$ cat src/rtl/core/hndq_pkg.sv
// Shared types and constants of the humanised note delay queue.
package hndq_pkg;

    localparam int NOTE_W   = 7;
    localparam int VEL_W    = 7;
    localparam int COL_W    = 6;
    localparam int SMP_W    = 8;
    localparam int LEN_W    = 16;
    localparam int DRAW_W   = 32;
    localparam int VSPR_W   = 7;
    localparam int TSPR_W   = 10;
    localparam int MOD_W    = 16;
    localparam int ADDR_W   = 3;
    localparam int DATA_W   = 32;

    localparam logic [1:0] CMD_SCHEDULE = 2'd0;
    localparam logic [1:0] CMD_ADVANCE  = 2'd1;
    localparam logic [1:0] CMD_CANCEL   = 2'd2;

    localparam logic [ADDR_W-1:0] REG_VEL_SPREAD = 3'd0;
    localparam logic [ADDR_W-1:0] REG_TIM_SPREAD = 3'd4;

    localparam logic [VEL_W-1:0] VEL_MAX = 7'd127;

    typedef struct packed {
        logic [1:0]        command;
        logic [NOTE_W-1:0] note_number;
        logic [VEL_W-1:0]  note_velocity;
        logic [COL_W-1:0]  column_id;
        logic [SMP_W-1:0]  sample_slot;
        logic [LEN_W-1:0]  row_length;
        logic [LEN_W-1:0]  frame_count;
        logic [DRAW_W-1:0] velocity_draw;
        logic [DRAW_W-1:0] delay_draw;
    } t_in;

    typedef struct packed {
        logic [NOTE_W-1:0] fired_note;
        logic [VEL_W-1:0]  fired_velocity;
        logic [COL_W-1:0]  fired_column;
        logic [SMP_W-1:0]  fired_sample;
        logic              last_of_run;
    } t_out;

endpackage

$ cat src/rtl/core/hndq_mod.sv
// Bit-serial restoring remainder unit, one dividend bit per cycle.
module hndq_mod (
    input  logic                             i_clk,
    input  logic                             i_rst_n,
    input  logic                             i_start,
    input  logic [hndq_pkg::DRAW_W-1:0]      i_dividend,
    input  logic [hndq_pkg::MOD_W-1:0]       i_divisor,
    output logic                             o_done,
    output logic [hndq_pkg::MOD_W-1:0]       o_rem
);
    localparam int CW = $clog2(hndq_pkg::DRAW_W);

    logic                          r_busy, n_busy;
    logic                          r_done, n_done;
    logic [CW-1:0]                 r_cnt, n_cnt;
    logic [hndq_pkg::DRAW_W-1:0]   r_quo, n_quo;
    logic [hndq_pkg::MOD_W-1:0]    r_div, n_div;
    logic [hndq_pkg::MOD_W-1:0]    r_rem, n_rem;
    logic [hndq_pkg::MOD_W:0]      trial;

    always_comb begin
        n_busy = r_busy;
        n_done = 1'b0;
        n_cnt  = r_cnt;
        n_quo  = r_quo;
        n_div  = r_div;
        n_rem  = r_rem;
        trial  = {r_rem, r_quo[hndq_pkg::DRAW_W-1]};
        if (i_start) begin
            n_busy = 1'b1;
            n_cnt  = '0;
            n_quo  = i_dividend;
            n_div  = i_divisor;
            n_rem  = '0;
        end else if (r_busy) begin
            // The remainder stays below the divisor, so the trial fits one extra bit.
            if (trial >= {1'b0, r_div}) begin
                n_rem = hndq_pkg::MOD_W'(trial - {1'b0, r_div});
            end else begin
                n_rem = trial[hndq_pkg::MOD_W-1:0];
            end
            n_quo = {r_quo[hndq_pkg::DRAW_W-2:0], 1'b0};
            n_cnt = r_cnt + 1'b1;
            if (r_cnt == CW'(hndq_pkg::DRAW_W - 1)) begin
                n_busy = 1'b0;
                n_done = 1'b1;
            end
        end
    end

    always_ff @(posedge i_clk) begin
        if (!i_rst_n) begin
            r_busy <= 1'b0;
            r_done <= 1'b0;
        end else begin
            r_busy <= n_busy;
            r_done <= n_done;
        end
        r_cnt <= n_cnt;
        r_quo <= n_quo;
        r_div <= n_div;
        r_rem <= n_rem;
    end

    assign o_done = r_done;
    assign o_rem  = r_rem;
endmodule

$ cat src/rtl/core/humanized_note_delay_queue.sv
// Humanised note delay queue: slot memory, command sequencer and register port.
//
// Words arrive on i_valid/o_ready with payload i_item and leave on o_valid/i_ready
// with payload o_item; each accepted word may fire zero or more notes, and the
// last note of a word carries last_of_run. The APB port holds velocity_spread at
// address 0 and timing_spread_ms at address 4; pready is always high.
// A cancel finishes in its accepting cycle. A schedule passes the random draw
// of each active spread through a bit-serial remainder unit that handles one
// dividend bit per cycle; a note that fires at once adds a closing step. An
// advance, after its accepting cycle, walks every slot in order: an occupied
// slot takes a slot memory read and then a step to decide and write back, an
// empty slot only the read step, and a closing step follows.
// A new word is taken only once the previous one has finished.
// Fired notes pass through a one-word hold stage and an output register, so
// a stalled receiver holds the sequencer only when both are full.
// Reset empties every slot and clears both spreads; no clearing pass is needed,
// as the occupancy bits live in flip-flops.
module humanized_note_delay_queue #(
    parameter int PENDING_SLOTS = 16
) (
    input  logic                            i_clk,
    input  logic                            i_rst_n,
    input  logic                            i_valid,
    output logic                            o_ready,
    input  hndq_pkg::t_in                   i_item,
    output logic                            o_valid,
    input  logic                            i_ready,
    output hndq_pkg::t_out                  o_item,
    input  logic                            psel,
    input  logic                            penable,
    input  logic                            pwrite,
    input  logic [hndq_pkg::ADDR_W-1:0]     paddr,
    input  logic [hndq_pkg::DATA_W-1:0]     pwdata,
    output logic [hndq_pkg::DATA_W-1:0]     prdata,
    output logic                            pready
);
    localparam int SW = (PENDING_SLOTS > 1) ? $clog2(PENDING_SLOTS) : 1;

    typedef struct packed {
        logic [hndq_pkg::NOTE_W-1:0] note;
        logic [hndq_pkg::VEL_W-1:0]  vel;
        logic [hndq_pkg::SMP_W-1:0]  smp;
        logic [hndq_pkg::LEN_W-1:0]  delay;
    } t_entry;

    typedef enum logic [6:0] {
        ST_IDLE = 7'b0000001,
        ST_VMOD = 7'b0000010,
        ST_DMOD = 7'b0000100,
        ST_ARD  = 7'b0001000,
        ST_AEV  = 7'b0010000,
        ST_AEND = 7'b0100000,
        ST_SPARE = 7'b1000000
    } t_state;

    t_state                          r_state, n_state;
    hndq_pkg::t_in                   r_item, n_item;
    logic [hndq_pkg::VEL_W-1:0]      r_vel, n_vel;
    logic [SW-1:0]                   r_slot, n_slot;
    logic [PENDING_SLOTS-1:0]        r_act, n_act;
    logic [hndq_pkg::COL_W-1:0]      r_col [PENDING_SLOTS];
    logic [hndq_pkg::COL_W-1:0]      n_col [PENDING_SLOTS];
    hndq_pkg::t_out                  r_pend, n_pend;
    logic                            r_pend_vld, n_pend_vld;
    hndq_pkg::t_out                  r_out, n_out;
    logic                            r_out_vld, n_out_vld;
    logic [hndq_pkg::VSPR_W-1:0]     r_vspread;
    logic [hndq_pkg::TSPR_W-1:0]     r_tspread;

    t_entry                          mem [PENDING_SLOTS];
    t_entry                          r_rd;
    logic                            mem_we, mem_re;
    logic [SW-1:0]                   mem_wa;
    t_entry                          mem_wd;

    logic                            mod_start, mod_done;
    logic [hndq_pkg::DRAW_W-1:0]     mod_dvd;
    logic [hndq_pkg::MOD_W-1:0]      mod_dvs, mod_rem;

    hndq_pkg::t_in                   cur;
    logic                            accept, out_free, go_t, fire, found, last_slot;
    logic [hndq_pkg::VEL_W-1:0]      vel_t;
    logic signed [9:0]               vsum;
    logic [hndq_pkg::MOD_W-1:0]      maxd, half_row, dly;
    logic [SW-1:0]                   free_idx;
    logic [hndq_pkg::COL_W-1:0]      fire_col;

    hndq_mod u_mod (
        .i_clk      (i_clk),
        .i_rst_n    (i_rst_n),
        .i_start    (mod_start),
        .i_dividend (mod_dvd),
        .i_divisor  (mod_dvs),
        .o_done     (mod_done),
        .o_rem      (mod_rem)
    );

    // Register port.
    always_ff @(posedge i_clk) begin
        if (!i_rst_n) begin
            r_vspread <= '0;
            r_tspread <= '0;
        end else if (psel && penable && pwrite) begin
            if (paddr[2] == hndq_pkg::REG_TIM_SPREAD[2]) begin
                r_tspread <= pwdata[hndq_pkg::TSPR_W-1:0];
            end else begin
                r_vspread <= pwdata[hndq_pkg::VSPR_W-1:0];
            end
        end
    end

    always_comb begin
        if (paddr[2] == hndq_pkg::REG_TIM_SPREAD[2]) begin
            prdata = {{(hndq_pkg::DATA_W - hndq_pkg::TSPR_W){1'b0}}, r_tspread};
        end else begin
            prdata = {{(hndq_pkg::DATA_W - hndq_pkg::VSPR_W){1'b0}}, r_vspread};
        end
    end
    assign pready = 1'b1;

    assign o_ready  = (r_state == ST_IDLE);
    assign accept   = i_valid && o_ready;
    assign out_free = !r_out_vld || i_ready;
    assign cur      = (r_state == ST_IDLE) ? i_item : r_item;
    assign last_slot = (r_slot == SW'(PENDING_SLOTS - 1));
    // The spread times 48 as a sum of two shifts.
    assign maxd     = hndq_pkg::MOD_W'({r_tspread, 5'b0})
                    + hndq_pkg::MOD_W'({r_tspread, 4'b0});
    assign half_row = {1'b0, r_item.row_length[hndq_pkg::LEN_W-1:1]};
    assign dly      = (mod_rem > half_row) ? half_row : mod_rem;
    assign fire     = (r_item.frame_count >= r_rd.delay);
    assign fire_col = r_col[r_slot];
    assign vsum     = $signed({3'b000, r_vel}) + $signed({2'b00, mod_rem[7:0]})
                    - $signed({3'b000, r_vspread});

    always_comb begin
        found    = 1'b0;
        free_idx = '0;
        for (int s = PENDING_SLOTS - 1; s >= 0; s--) begin
            if (!r_act[s]) begin
                found    = 1'b1;
                free_idx = SW'(s);
            end
        end
    end

    always_comb begin
        n_state    = r_state;
        n_item     = r_item;
        n_vel      = r_vel;
        n_slot     = r_slot;
        n_act      = r_act;
        n_col      = r_col;
        n_pend     = r_pend;
        n_pend_vld = r_pend_vld;
        n_out      = r_out;
        n_out_vld  = r_out_vld && !i_ready;
        mem_we     = 1'b0;
        mem_re     = 1'b0;
        mem_wa     = r_slot;
        mem_wd     = r_rd;
        mod_start  = 1'b0;
        mod_dvd    = cur.delay_draw;
        mod_dvs    = maxd + 1'b1;
        go_t       = 1'b0;
        vel_t      = cur.note_velocity;

        unique case (r_state)
            ST_IDLE: begin
                if (accept) begin
                    n_item = i_item;
                    if (i_item.command == hndq_pkg::CMD_SCHEDULE ||
                        i_item.command == hndq_pkg::CMD_CANCEL) begin
                        for (int s = 0; s < PENDING_SLOTS; s++) begin
                            if (r_col[s] == i_item.column_id) n_act[s] = 1'b0;
                        end
                    end
                    if (i_item.command == hndq_pkg::CMD_SCHEDULE) begin
                        if (r_vspread != '0) begin
                            mod_start = 1'b1;
                            mod_dvd   = i_item.velocity_draw;
                            mod_dvs   = hndq_pkg::MOD_W'({r_vspread, 1'b0}) + 1'b1;
                            n_vel     = i_item.note_velocity;
                            n_state   = ST_VMOD;
                        end else begin
                            go_t = 1'b1;
                        end
                    end else if (i_item.command == hndq_pkg::CMD_ADVANCE) begin
                        n_slot  = '0;
                        n_state = ST_ARD;
                    end
                end
            end
            ST_VMOD: begin
                if (mod_done) begin
                    go_t = 1'b1;
                    if (vsum < 10'sd1) begin
                        vel_t = 7'd1;
                    end else if (vsum > 10'sd127) begin
                        vel_t = hndq_pkg::VEL_MAX;
                    end else begin
                        vel_t = vsum[hndq_pkg::VEL_W-1:0];
                    end
                end
            end
            ST_DMOD: begin
                if (mod_done) begin
                    if (found) begin
                        mem_we   = 1'b1;
                        mem_wa   = free_idx;
                        mem_wd   = '{note: r_item.note_number, vel: r_vel,
                                     smp: r_item.sample_slot, delay: dly};
                        n_act[free_idx] = 1'b1;
                        n_col[free_idx] = r_item.column_id;
                        n_state  = ST_IDLE;
                    end else begin
                        n_pend     = '{fired_note: r_item.note_number, fired_velocity: r_vel,
                                       fired_column: r_item.column_id,
                                       fired_sample: r_item.sample_slot, last_of_run: 1'b0};
                        n_pend_vld = 1'b1;
                        n_state    = ST_AEND;
                    end
                end
            end
            ST_ARD: begin
                if (r_act[r_slot]) begin
                    mem_re  = 1'b1;
                    n_state = ST_AEV;
                end else if (last_slot) begin
                    n_state = ST_AEND;
                end else begin
                    n_slot = r_slot + 1'b1;
                end
            end
            ST_AEV: begin
                if (!fire || !r_pend_vld || out_free) begin
                    if (fire) begin
                        if (r_pend_vld) begin
                            n_out     = r_pend;
                            n_out_vld = 1'b1;
                        end
                        n_pend     = '{fired_note: r_rd.note, fired_velocity: r_rd.vel,
                                       fired_column: fire_col, fired_sample: r_rd.smp,
                                       last_of_run: 1'b0};
                        n_pend_vld = 1'b1;
                        // A fired note also drops every other pending note of its column.
                        for (int s = 0; s < PENDING_SLOTS; s++) begin
                            if (r_col[s] == fire_col) n_act[s] = 1'b0;
                        end
                        n_act[r_slot] = 1'b0;
                    end else begin
                        mem_we       = 1'b1;
                        mem_wd.delay = r_rd.delay - r_item.frame_count;
                    end
                    if (last_slot) begin
                        n_state = ST_AEND;
                    end else begin
                        n_slot  = r_slot + 1'b1;
                        n_state = ST_ARD;
                    end
                end
            end
            ST_AEND: begin
                if (!r_pend_vld) begin
                    n_state = ST_IDLE;
                end else if (out_free) begin
                    n_out             = r_pend;
                    n_out.last_of_run = 1'b1;
                    n_out_vld         = 1'b1;
                    n_pend_vld        = 1'b0;
                    n_state           = ST_IDLE;
                end
            end
            default: begin
                n_state = ST_IDLE;
            end
        endcase

        if (go_t) begin
            n_vel = vel_t;
            if (r_tspread != '0) begin
                mod_start = 1'b1;
                mod_dvd   = cur.delay_draw;
                mod_dvs   = maxd + 1'b1;
                n_state   = ST_DMOD;
            end else begin
                n_pend     = '{fired_note: cur.note_number, fired_velocity: vel_t,
                               fired_column: cur.column_id, fired_sample: cur.sample_slot,
                               last_of_run: 1'b0};
                n_pend_vld = 1'b1;
                n_state    = ST_AEND;
            end
        end
    end

    always_ff @(posedge i_clk) begin
        if (!i_rst_n) begin
            r_state    <= ST_IDLE;
            r_act      <= '0;
            r_pend_vld <= 1'b0;
            r_out_vld  <= 1'b0;
        end else begin
            r_state    <= n_state;
            r_act      <= n_act;
            r_pend_vld <= n_pend_vld;
            r_out_vld  <= n_out_vld;
        end
        r_item <= n_item;
        r_vel  <= n_vel;
        r_slot <= n_slot;
        r_col  <= n_col;
        r_pend <= n_pend;
        r_out  <= n_out;
    end

    // Slot memory: one write port, one registered read port.
    always_ff @(posedge i_clk) begin
        if (mem_we) begin
            mem[mem_wa] <= mem_wd;
        end
        if (mem_re) begin
            r_rd <= mem[r_slot];
        end
    end

    assign o_valid = r_out_vld;
    assign o_item  = r_out;

    a_pend_not_idle: assert property (@(posedge i_clk) disable iff (!i_rst_n)
        r_state == ST_IDLE |-> !r_pend_vld)
        else $error("held word left behind on return to idle");

    a_mod_done_waited: assert property (@(posedge i_clk) disable iff (!i_rst_n)
        mod_done |-> (r_state == ST_VMOD || r_state == ST_DMOD))
        else $error("remainder finished while nobody waited");

    a_reset_empty: assert property (@(posedge i_clk)
        !i_rst_n |=> (r_act == '0 && !r_out_vld))
        else $error("slots not empty after reset");
endmodule
$ cat config.mk
export PLATFORM = sky130hd
export DESIGN_NAME = humanized_note_delay_queue
export DESIGN_NICKNAME = d
export VERILOG_FILES = /design/src/rtl/core/hndq_pkg.sv /design/src/rtl/core/hndq_mod.sv /design/src/rtl/core/humanized_note_delay_queue.sv
export SDC_FILE = /design/constraint.sdc
export NUM_CORES = 2
export LEC_CHECK = 0
export ABC_AREA = 1
export BUFFER_PORTS_ARGS = -buffer_cell sky130_fd_sc_hd__buf_2
export CAP_MARGIN = 10
export CELL_PAD_IN_SITES_DETAIL_PLACEMENT = 0
export CELL_PAD_IN_SITES_GLOBAL_PLACEMENT = 2
export CORE_AREA = 4 4 470 286
export DETAILED_ROUTE_END_ITERATION = 7
export DIE_AREA = 0 0 474 290
export HOLD_SLACK_MARGIN = 0.1
export PLACE_DENSITY = 0.88
export SYNTH_ARGS = -nofsm -noshare
export SYNTH_HDL_FRONTEND = slang
export SYNTH_SLANG_ARGS = --single-unit
$ cat constraint.sdc
create_clock -name i_clk -period 6.25 [get_ports i_clk]
set_input_delay 0.9375 -clock i_clk [delete_from_list [all_inputs] [get_ports i_clk]]
set_output_delay 0.9375 -clock i_clk [all_outputs]
set_load 0.01 [all_outputs]
# After elaboration in Yosys (flattened, before gate mapping)
# Memories as Yosys holds them, arrays and structs flattened. A register that Yosys moved wholly into a read port is not among the register bits.
# Cells that the tools add are included.
# word_totals
mem_bits_rw,608
output_inout_bits,64
n_memories,1
regBits,402
# mem_list
memory,words,width,read_ports,rd_clocked_by_memory_dff,write_ports,line,text
mem,16,38,1,1,1,humanized_note_delay_queue.sv:70,t_entry mem [PENDING_SLOTS];
# op_classes
bitwise_logic,8
reduce_logical,51
n_lt_le_gt_ge,12
add_sub_neg,9
mux,241
eq_ne,78
# op_table
op,n
29-bit two-way mux,11
16-bit two-way mux,16
32-bit two-way mux,8
6-bit == test,32
7-bit two-way mux,20
8-bit AND reduction,17
1-bit two-way mux,134
124-bit two-way mux,1
29-bit one-hot mux with 2 select lines,2
4-bit two-way mux,25
96-bit bitwise mux,1
38-bit two-way mux,2
16-bit one-hot mux with 3 select lines,1
7-bit one-hot mux with 6 select lines,1
2-bit by 1-bit inequality test with 1-bit output (second input constant),20
6-bit two-way mux,6
16-bit one-hot mux with 2 select lines,1
16-bit subtractor,2
6-bit binary-select mux with 4-bit select,1
6-bit demux with 4-bit select,1
22-bit two-way mux,1
2-bit inequality test (second input constant),9
17-bit by 16-bit greater-or-equal comparator with 1-bit output,1
15-bit by 14-bit adder with 16-bit output,1
54 further kinds,85

# Depth between registers and ports, before layout
# depth
word_depth,24
mapped_depth,21

# By module
# A second synthesis with hierarchy kept.
# hier_totals
cells_unflattened,4762
hier_area_um2,47889.7
# modules_own_cells
mod,n_inst,cells_each,area_per_inst_um2
humanized_note_delay_queue,1,4255,43824.5
hndq_mod,1,507,4065.1

# Least setup slack after synthesis
# No wires, ideal clock.
# synth_timing
path_type,input-to-reg
startpoint,input i_valid
endpoint,register r_act[13]
slack_ns,-0.109
path_stages,8
arrival_ns,6.241
n_path_buf,1
setup_ns,0.118
path_cell_list,inv_1 -> nor2_1 -> a21oi_1 -> nor3_4 -> buf_4 -> nand4_1 -> a21oi_1 -> a21oi_1
# synth_via
elab_chain_len,3
# synth_lines
item,line,text
from (decl),humanized_note_delay_queue.sv:23,"input logic i_valid,"
1-bit logical AND,humanized_note_delay_queue.sv:122,assign accept = i_valid && o_ready;
2-bit by 1-bit inequality test with 1-bit output (no source line),-,
8-bit AND reduction (no source line),-,
to (signal assigned),humanized_note_delay_queue.sv:304,r_act <= n_act;
to (decl),humanized_note_delay_queue.sv:60,"logic [PENDING_SLOTS-1:0] r_act, n_act;"
# Every way passes these cells.
# A chain may end at the register's enable or synchronous reset.

# Worst setup path after layout
# layout_timing
startpoint,"register, netlist name r_rd[5]"
endpoint,memory mem[3][4] (netlist name) (enable)
# layout_via
elab_chain_len,8
# layout_lines
item,line,text
16-bit greater-or-equal comparator *,humanized_note_delay_queue.sv:131,assign fire = (r_item.frame_count >= r_rd.delay);
1-bit zero test,humanized_note_delay_queue.sv:236,if (!fire || !r_pend_vld || out_free) begin
1-bit logical OR (2 in a row),humanized_note_delay_queue.sv:236,
1-bit two-way mux *,humanized_note_delay_queue.sv:236,
1-bit one-hot mux with 2 select lines *,humanized_note_delay_queue.sv:168,unique case (r_state)
1-bit two-way mux *,humanized_note_delay_queue.sv:318,if (mem_we) begin
1-bit two-way mux (not written as such) *,humanized_note_delay_queue.sv:319,mem[mem_wa] <= mem_wd;
to (decl),humanized_note_delay_queue.sv:70,
# Every way passes the cells marked *; elsewhere a longest branch is shown, timed or not.

==> flow_metrics.py <==
metrics = {
    "logic_synthesis": {
        "synthMuxAreaShare_pct": 0.02088,
        "synth_compound_area_share_pct": 14.11,
        "synth_common_cells": "edfxtp_1 (920), nand2_1 (829), nor2_1 (536)",
        "synth_edf_count": 920,
        "synthArstFlopShare_pct": 0,
        "yosysMostFrequentCell": "edfxtp_1",
        "synth_top_family_by_area": "simple AND/OR/NAND/NOR gates",
        "syn_avg_cell_area_um2": 10.17,
        "ys_ff_latch": 1013,
        "postSynthCellCount": 4712,
        "netlist_area_mm2": 0.04793,
        "yosys-top-cells-area": "edfxtp_1 (58%), nand2_1 (6.5%), o21ai_0 (5.5%)",
        "seq_area_frac_synth_pct": 61.52,
        "yosysWarnings": 0,
        "synth-main-ff-cell": "edfxtp_1",
        "ys_types": 64,
        "synth_top_cell_by_area": "edfxtp_1",
        "synthSimpleGateAreaFrac_pct": 14.54,
        "synth_fa_ha_area_share_pct": 2.480,
        "synth_top_area_share_pct": 57.64,
        "synth-xor-area-share_pct": 1.313,
    },
    "die": {
        "rows": 103,
        "start_util_pct": 36.75,
        "die_x_um": 474,
        "io_pins": 232,
        "die_h_um": 290,
        "dieArea_mm2": 0.1375,
        "coreArea_mm2": 0.1304,
    },
    "worst_setup_path": {
        "cp_data_required_time_ns": 6.63,
        "ff2ff_setup_slack_ns": 1.53,
        "crit_fanout": 23,
        "cpPeakStageDelay_ns": 1.07,
        "crit_type": "register to register",
        "crit_chain": "ha_1 > nand2_1 > o211ai_2 > nand2_1 > nand2_2 > nand2_1 > nand2_2 > nand3_2 > nand2_1 > nand3_1 > nor2_4 > buf_4",
        "cp-start-kind": "register",
        "worst_ep_arrival_time_ns": 5.10,
        "cp_slowest_cell": "nor2_4",
        "crit_top_cell": "nand2_1",
        "endpoint_kind": "register",
    },
    "route": {
        "drt-total-wl_um": 157600,
        "drt_iter0_drc": 4752,
        "route.detailed.drc": 0,
        "dr.pass1.iters": 5,
        "postRouteAntennaNets": 0,
        "vias": 36970,
        "vias_per_cell": 5.578,
        "wl_per_cell_um": 23.79,
    },
    "cells_and_area": {
        "fin_cells": 6627,
        "nFillCells": 12680,
        "final_area_mm2": 0.05368,
        "nets": 5071,
        "drive_gt1_share_pct": 10.28,
        "synthToLayoutAreaGrowth_pct": 12.00,
    },
    "cts": {
        "cts.clk_slew.worst_paths_ns": 0.07,
        "cts.repair.resized": 0,
        "post_cts_buffers": 0,
        "cts_sinks": 1013,
        "cts_buffers": 94,
        "holdBufCountCts": 0,
        "cts_tree": "done",
        "clk_path_buf_depth": 3,
        "clk_latency_ns": 0.70,
        "htreeDepth": 3,
        "clock-root-buffer": "clkbuf_16",
    },
    "sta": {
        "report.final.slew_viol_count": 0,
        "setup_slack_ns": 1.531,
        "finClkSkew_ns": 0.02345,
        "finalSetupViolations": 0,
        "fin_tns_setup_ns": 0,
        "hold_violations": 0,
        "period_share_pct": 75.50,
        "max-slew-margin-rel_pct": 17.40,
        "tightest_slew_ns": 1.236,
        "grt_setup_unrepaired": "no",
        "finalCriticalPeriod_ns": 4.719,
        "max_freq_mhz": 211.9,
    },
    "pwr": {
        "peakVddDrop_mv": 0.2337,
        "clock_power_share_pct": 31.8,
        "swShare_pct": 33.14,
        "power_density_mw_per_mm2": 351.2,
        "seq_power_share_pct": 43.9,
        "switchingPower_mw": 6.247,
        "p_int_mw": 12.60,
        "leakage_nw": 19.73,
        "combPwrFrac_pct": 24.3,
    },
    "global_routing": {
        "grt_start_max_net_pins": 149,
        "track_usage_pct": 22.32,
        "grt_pass1_vias": 34060,
        "grt_pass1_wl_um": 230900,
        "antenna_found_initial": 7,
        "overflow": 0,
    },
    "placement": {
        "dp.final_hpwl_um": 99560,
        "gp_congestion": 0.9041,
        "placed_cells": 6450,
        "placed_area_mm2": 0.05054,
        "portBuffers": 183,
        "dpl_worst_slack_ns": 1.608,
    },
    "worst_hold_path": {
        "hold_path_class": "input pin to register",
    },
    "job": {
        "maxCapViolations": 0,
    },
    "status": {
        "status": "finished, final reports clean",
    },
}
-- registers in the layout, summed over array words and instances, names as in the netlist, 16 cells and up --
name	count
o_item	29
mem	608
u_mod.o_rem	16
r_rd	38
r_col	96
r_pend	29
r_act	16
r_item	76
u_mod.r_quo	32
-- final timing paths --
kind	from	cells past startpoint	end
worst max-delay path	r_rd[5]	12	mem[3][4]
worst min-delay path	i_item[90]	1	half_row[9]
worst max register to register	r_rd[5]	12	mem[3][4]
worst min register to register	r_pend[0]	2	r_pend[0]
-- power by group through the flow --
stage	clock network (mW)	registers, mW	logic, mW
final	5.99	8.28	4.57
after CTS	6.09	8.28	4.51
after global placement	0	8.41	4.46
after floorplan	0	8.28	3.15
after global routing	6.36	8.32	5.05
after detailed placement	0	8.42	4.49
-- cell families (layout without fill, tap and decap cells) --
family / after synthesis / in the layout
flip-flops: 1013 / 1013
other: 2 / 24
buffers and inverters: 669 / 830
adder cells (fa/ha/maj): 89 / 89
AND/OR/NAND/NOR: 1666 / 1666
XOR/XNOR: 71 / 71
multiplexers: 1 / 1
AO/OA/AOI/OAI: 1201 / 1201
-- layout by cell type, fill, tap and decap left out, types with 9 or more instances in the layout --
cell type | synthesis | routed
edfxtp_1 | 920 | 920
nand2_1 | 829 | 829
o21ai_0 | 526 | 526
nor2_1 | 536 | 516
inv_1 | 361 | 356
a21oi_1 | 235 | 235
o22ai_1 | 224 | 224
buf_2 | 73 | 183
nand3_1 | 117 | 117
clkbuf_16 | 0 | 99
dfxtp_1 | 93 | 93
nand4_1 | 84 | 84
buf_4 | 35 | 81
ha_1 | 79 | 79
xor2_1 | 58 | 58
o211ai_1 | 57 | 57
o21ai_1 | 46 | 46
nor4_1 | 32 | 32
a211oi_1 | 30 | 30
nor2_4 | 5 | 26
clkbuf_1 | 141 | 24
inv_2 | 21 | 23
conb_1 | 2 | 23
clkinv_1 | 2 | 18
a22oi_1 | 18 | 18
o31ai_1 | 16 | 16
nand2_2 | 14 | 14
nor3_1 | 14 | 14
clkinv_2 | 0 | 13
xnor2_1 | 12 | 12
a221oi_1 | 12 | 12
fa_1 | 10 | 10
bufinv_16 | 0 | 9
-- metal layers --
metal	track usage, %	wire length [µm]
met1	35.10	73060
met4	5.376	3518
met3	4.227	15830
met5	0	0
met2	31.36	65220
-- worst max-delay path: cells and delay by family (launching register included) --
family | cells | cell delay [ns]
and+or+nand+nor | 9 | 2.82
DFF | 1 | 0.47
adders and majority gates | 1 | 0.42
buffers and inverters | 1 | 0.37
AOI/OAI and AO/OA | 1 | 0.28
-- area by class of cell --
class | instances | area [µm²] | share of cell area (%)
inverters | 385 | 1456 | 2.713
repair buffers | 269 | 1624 | 3.025
well taps | 1732 | 2167 | 4.037
clock buffers | 130 | 2664 | 4.962
diodes | 1 | 2.502 | 0.004661
multi-input cells | 3051 | 15810 | 29.44
flip-flops and latches | 1013 | 29490 | 54.93
clock inverters | 46 | 475.5 | 0.8857
-- metrics by stage --
| step | hold slack (ns) | total power, mW | util, % |
|---|---|---|---|
| finish | 0.4213 | 18.85 | 41.16 |
| global route | 0.3862 | 19.73 | 41.16 |
| CTS | 0.3611 | 18.88 | 41.16 |
| detailed placement | 0.4433 | 12.91 | 38.75 |
| global placement | 0.4391 | 12.87 | 38.75 |
| floorplan | 0.4229 | 11.43 | - |
(Power assumes the default switching activity.)
